--- config.mk ---
export PLATFORM = sky130hd
export DESIGN_NAME = fbla_apb
export DESIGN_NICKNAME = d
export VERILOG_FILES = /design/src/rtl/fbla_pkg.sv /design/src/rtl/fbla_apb.sv
export SDC_FILE = /design/constraint.sdc
export NUM_CORES = 1
export LEC_CHECK = 0
export ABC_AREA = 1
export BUFFER_PORTS_ARGS = -buffer_cell sky130_fd_sc_hd__buf_2
export CORE_MARGIN = 2
export CORE_UTILIZATION = 34
export CTS_BUF_LIST = sky130_fd_sc_hd__clkbuf_2
export CTS_CLUSTER_SIZE = 30
export DETAILED_ROUTE_END_ITERATION = 10
export GPL_ROUTABILITY_DRIVEN = 0
export PLACE_DENSITY = 0.78
export SETUP_SLACK_MARGIN = 0.02
export SKIP_CTS_REPAIR_TIMING = 1
export SYNTH_ARGS = -nofsm -noshare
export SYNTH_HDL_FRONTEND = slang
export SYNTH_SLANG_ARGS = --single-unit
--- constraint.sdc ---
create_clock -name clk -period 0.9 [get_ports clk]
set_input_delay 0 -clock clk [delete_from_list [all_inputs] [get_ports clk]]
set_output_delay 0 -clock clk [all_outputs]
set_load 0.03 [all_outputs]
--- src/rtl/fbla_pkg.sv ---
`default_nettype none
package fbla_pkg;

	// Field widths of the item and result channels.
	localparam int OP_W       = 2;
	localparam int BLK_W      = 10;
	localparam int STATUS_W   = 2;

	// Configuration register block.
	localparam int BCNT_W     = 11;
	localparam int APB_DW     = 32;
	localparam int APB_AW     = 3;
	localparam int REG_SEL_LSB = 2;

	localparam logic [BCNT_W-1:0] BCNT_RESET = BCNT_W'(1024);
	localparam int MAX_BLOCKS_DEF = 1024;
	localparam logic [BLK_W-1:0] COUNT_MAX = {BLK_W{1'b1}};

	// Register index of block_count.
	localparam logic [APB_AW-REG_SEL_LSB-1:0] REG_BLOCK_COUNT = '0;

	// Operation codes.
	localparam logic [OP_W-1:0] OP_FORMAT = 2'd0;
	localparam logic [OP_W-1:0] OP_ALLOC  = 2'd1;
	localparam logic [OP_W-1:0] OP_FREE   = 2'd2;

	// Status codes.
	localparam logic [STATUS_W-1:0] ST_OK          = 2'd0;
	localparam logic [STATUS_W-1:0] ST_UNFORMATTED = 2'd1;
	localparam logic [STATUS_W-1:0] ST_NO_FREE     = 2'd2;

endpackage
`default_nettype wire

--- src/rtl/fbla_apb.sv ---
`default_nettype none
module fbla_apb (
	input  wire logic                          clk,
	input  wire logic                          arst_n,
	input  wire logic                          psel,
	input  wire logic                          penable,
	input  wire logic                          pwrite,
	input  wire logic [fbla_pkg::APB_AW-1:0]   paddr,
	input  wire logic [fbla_pkg::APB_DW-1:0]   pwdata,
	output logic      [fbla_pkg::APB_DW-1:0]   prdata,
	output logic                               pready,
	output logic      [fbla_pkg::BCNT_W-1:0]   block_count
);
	import fbla_pkg::*;

	logic [BCNT_W-1:0] block_count_q;
	logic              sel_bcnt;

	// All registers are word aligned, so the low address bits are ignored.
	assign sel_bcnt = (paddr[APB_AW-1:REG_SEL_LSB] == REG_BLOCK_COUNT);

	always_ff @(posedge clk or negedge arst_n) begin
		if (!arst_n) begin
			block_count_q <= BCNT_RESET;
		end else if (psel && penable && pwrite && pready && sel_bcnt) begin
			block_count_q <= pwdata[BCNT_W-1:0];
		end
	end

	assign pready      = 1'b1;
	assign prdata      = sel_bcnt ? APB_DW'(block_count_q) : '0;
	assign block_count = block_count_q;

endmodule
`default_nettype wire

==> metrics.csv <==
stage,metric,value,unit
route,# DRC,0,
setup_path,reg2reg start,block_count[7]$_DFFE_PN0P_,
run,Max Cap Viol,0,
placement,Area after DPL,875,sq um
setup_path,worst reg2reg path depth,3,
run_status,failing checks,"hold timing, setup timing",
grt,initial antenna violation count,0,
yosys,area of the mapped netlist,719,sq um
grt,GRT Total Usage,0.125,
route,Via density,4.09,
finish,final instance area,0.00115,sq mm
worst_hold_path,Hold Path Cell Cnt,3,
route,DR vias,733,
floorplan,Die H,50,microns
setup_path,crit-path max FO,3,
yosys,Synth area leader,dfrtp_1,
setup_path,crit-path cells,inv_1 > nor2_2 > buf_6,
setup_path,"slowest stage cell, crit path",dfstp_2,
setup_path,crit path kind,flip-flop to output pin,
sta,Max Transition Viols Final,0,
setup_path,R2R Path End,block_count[7]$_DFFE_PN0P_,
cts,H-Tree Level Count,1,
sta,# setup viols final,13,
grt,largest net degree at the start of global routing,12,
placement,Buffers on Ports,38,
sta,Layout Skew,0,ps
sta,final worst setup slack,-183,ps
finish,Layout fillers,198,
cts,CTS Sinks,11,
pwr,Leak Pwr,0.659,nW
cts,TritonCTS Buffers,3,
route,DR WL/cell,10.8,microns
setup_path,Worst setup SP type,flip-flop,
sta,period utilisation layout,1.20,
yosys,top-count cell post-synth,nand2_1,
pwr,VDD IR max,0.000751,V
yosys,Yosys top cell area share,0.348,
cts,CTS tree,built,
setup_path,CP max stage delay,560,ps
floorplan,I/O pin cnt,84,
route,Routed WL,1930,microns
finish,antenna diode count,0,
sta,Fmax achieved,924,MHz
floorplan,num rows,16,
finish,Sequential cell area,277,sq um
yosys,Post-synth top cells,"24 x nand2_1, 23 x buf_4, 13 x inv_1, 11 x nand3_1, 11 x nor2_1",
yosys,Syn Area/Cell,7.27,sq um
route,Starting DRT DRC Count,10,
pwr,Pwr Total,2.07,mW
yosys,"EDFF count, synth",0,
setup_path,WP buf/inv,2,
grt,vias in the first global route,552,
finish,Nets,193,
route,First-pass DRT Iterations,4,
run_status,status,"finished, violations left",
floorplan,initial cell density of the core,0.363,
setup_path,R2R setup slack,100,ps
sta,Final Hold Fails,2,
finish,area of the multi-input gates,303,sq um
finish,Largest register FFs,11,
yosys,Synth Flop Type,dfrtp_1,
setup_path,CP endpoint kind,output pin,
cts,Clock Latency Late Sink,250,ps
placement,Setup WS pre-CTS,-21.8,ps
cts,Worst-path clk slew,120,ps
grt,first-pass GRT wire length,2360,microns
sta,hold_ws,-27.1,ps
setup_path,"CP delay by family, top",flip-flops,
yosys,Synth area leaders,"dfrtp_1 35%, buf_4 24%, nand2_1 13%, nand3_1 7.7%, inv_1 6.8%",
finish,P&R area growth vs syn,59.8,%
sta,RSZ-0062 raised after global routing,yes,
setup_path,Worst Setup SP,block_count[10]$_DFFE_PN1P_,
floorplan,Core Area,0.00198,sq mm
yosys,post-synthesis sequential area ratio,0.384,
grt,grt ovf,0,
setup_path,"Req. time, crit path",900,ps
finish,Util after Layout,0.580,
route,antenna-violating nets left,0,
pwr,power density over the cells,1800,mW/mm^2
cts,CTS root buf,clkbuf_2,
yosys,Yosys reg bits,11,
floorplan,die extent in x,50,microns
placement,Detailed Place HPWL,1260,microns
yosys,Cell variety after synth,11,
setup_path,Levels on crit path,3,
setup_path,Critical Path Sink,prdata[10],
yosys,Synth Warn #,0,
setup_path,arrival time at the worst endpoint,1080,ps
yosys,synthesized instance count,99,
finish,layout cells sized above 1,0.441,
worst_hold_path,min-delay worst type,input pin to flip-flop,
floorplan,Die ar.,0.00250,sq mm
cts,maximum buffer depth of the clock tree,2,
sta,post-layout min period,1080,ps
yosys,Post-synth ARST share,1.00,
worst reg2reg max path: cells and delay by family (launching register included):
kind | cells | cell delay (ps)
flops | 1 | 440
buf+inv | 1 | 150
simple gates | 2 | 120
power breakdown:
group,internal [mW],switching [mW],leakage (nW),total [mW]
clock,0.118,0.168,0.0166,0.286
combinational,0.430,0.674,0.506,1.10
sequential,0.593,0.0919,0.136,0.684
total,1.14,0.934,0.659,2.07
cell type report:
cell class	instances	share of cell area
Multi-Input combinational cell	69	0.263
Sequential cell	11	0.240
Timing Repair Buffer	55	0.407
Clock buffer	4	0.0174
Inverter	13	0.0424
Tap cell	27	0.0294
kinds of logic after synthesis:
logic type | share of synthesized area
other | 0.0104
DFF | 0.384
and+or+nand+nor | 0.268
buffers and inverters | 0.337
through the flow:
| step | setup TNS, ps | hold slack [ps] | cells |
|---|---|---|---|
| after floorplan | -49.6 | -296 | 119 |
| after global placement | 0 | -129 | 161 |
| after detailed placement | -58.6 | -126 | 161 |
| after CTS | -969 | -415 | 165 |
| after global routing | -1630 | -7.17 | 179 |
| final | -905 | -27.1 | 179 |
worst min-delay path by stage:
stage	startpoint	endpoint	slack, ps
2_1_floorplan	arst_n	block_count[0]$_DFFE_PN0P_	-300
3_3_place_gp	arst_n	block_count[2]$_DFFE_PN0P_	-130
3_5_place_dp	arst_n	block_count[2]$_DFFE_PN0P_	-130
4_1_cts	arst_n	block_count[4]$_DFFE_PN0P_	-420
5_1_grt	pwdata[7]	block_count[7]$_DFFE_PN0P_	-7
6_report	pwdata[7]	block_count[7]$_DFFE_PN0P_	-30
placed cells by master (no fill, tap or decap):
master          n
nand2_1        24
conb_1         22
buf_6          20
buf_2          18
nor2_2         12
nand3_1        11
dfrtp_1        10
dlygate4sd3_1  10
inv_1           8
buf_4           7
inv_2           5
clkbuf_2        4
dfstp_2         1
routing by layer:
metal / vias to the layer above / global-route usage / part of all wire
met5: - / 0 / 0
met4: 0 / 0.0556 / 0.0041
met3: 2 / 0.0333 / 0.096
met2: 46 / 0.213 / 0.53
met1: 334 / 0.143 / 0.37
li1: 351 / - / -
Power figures use the tool's default switching activity.
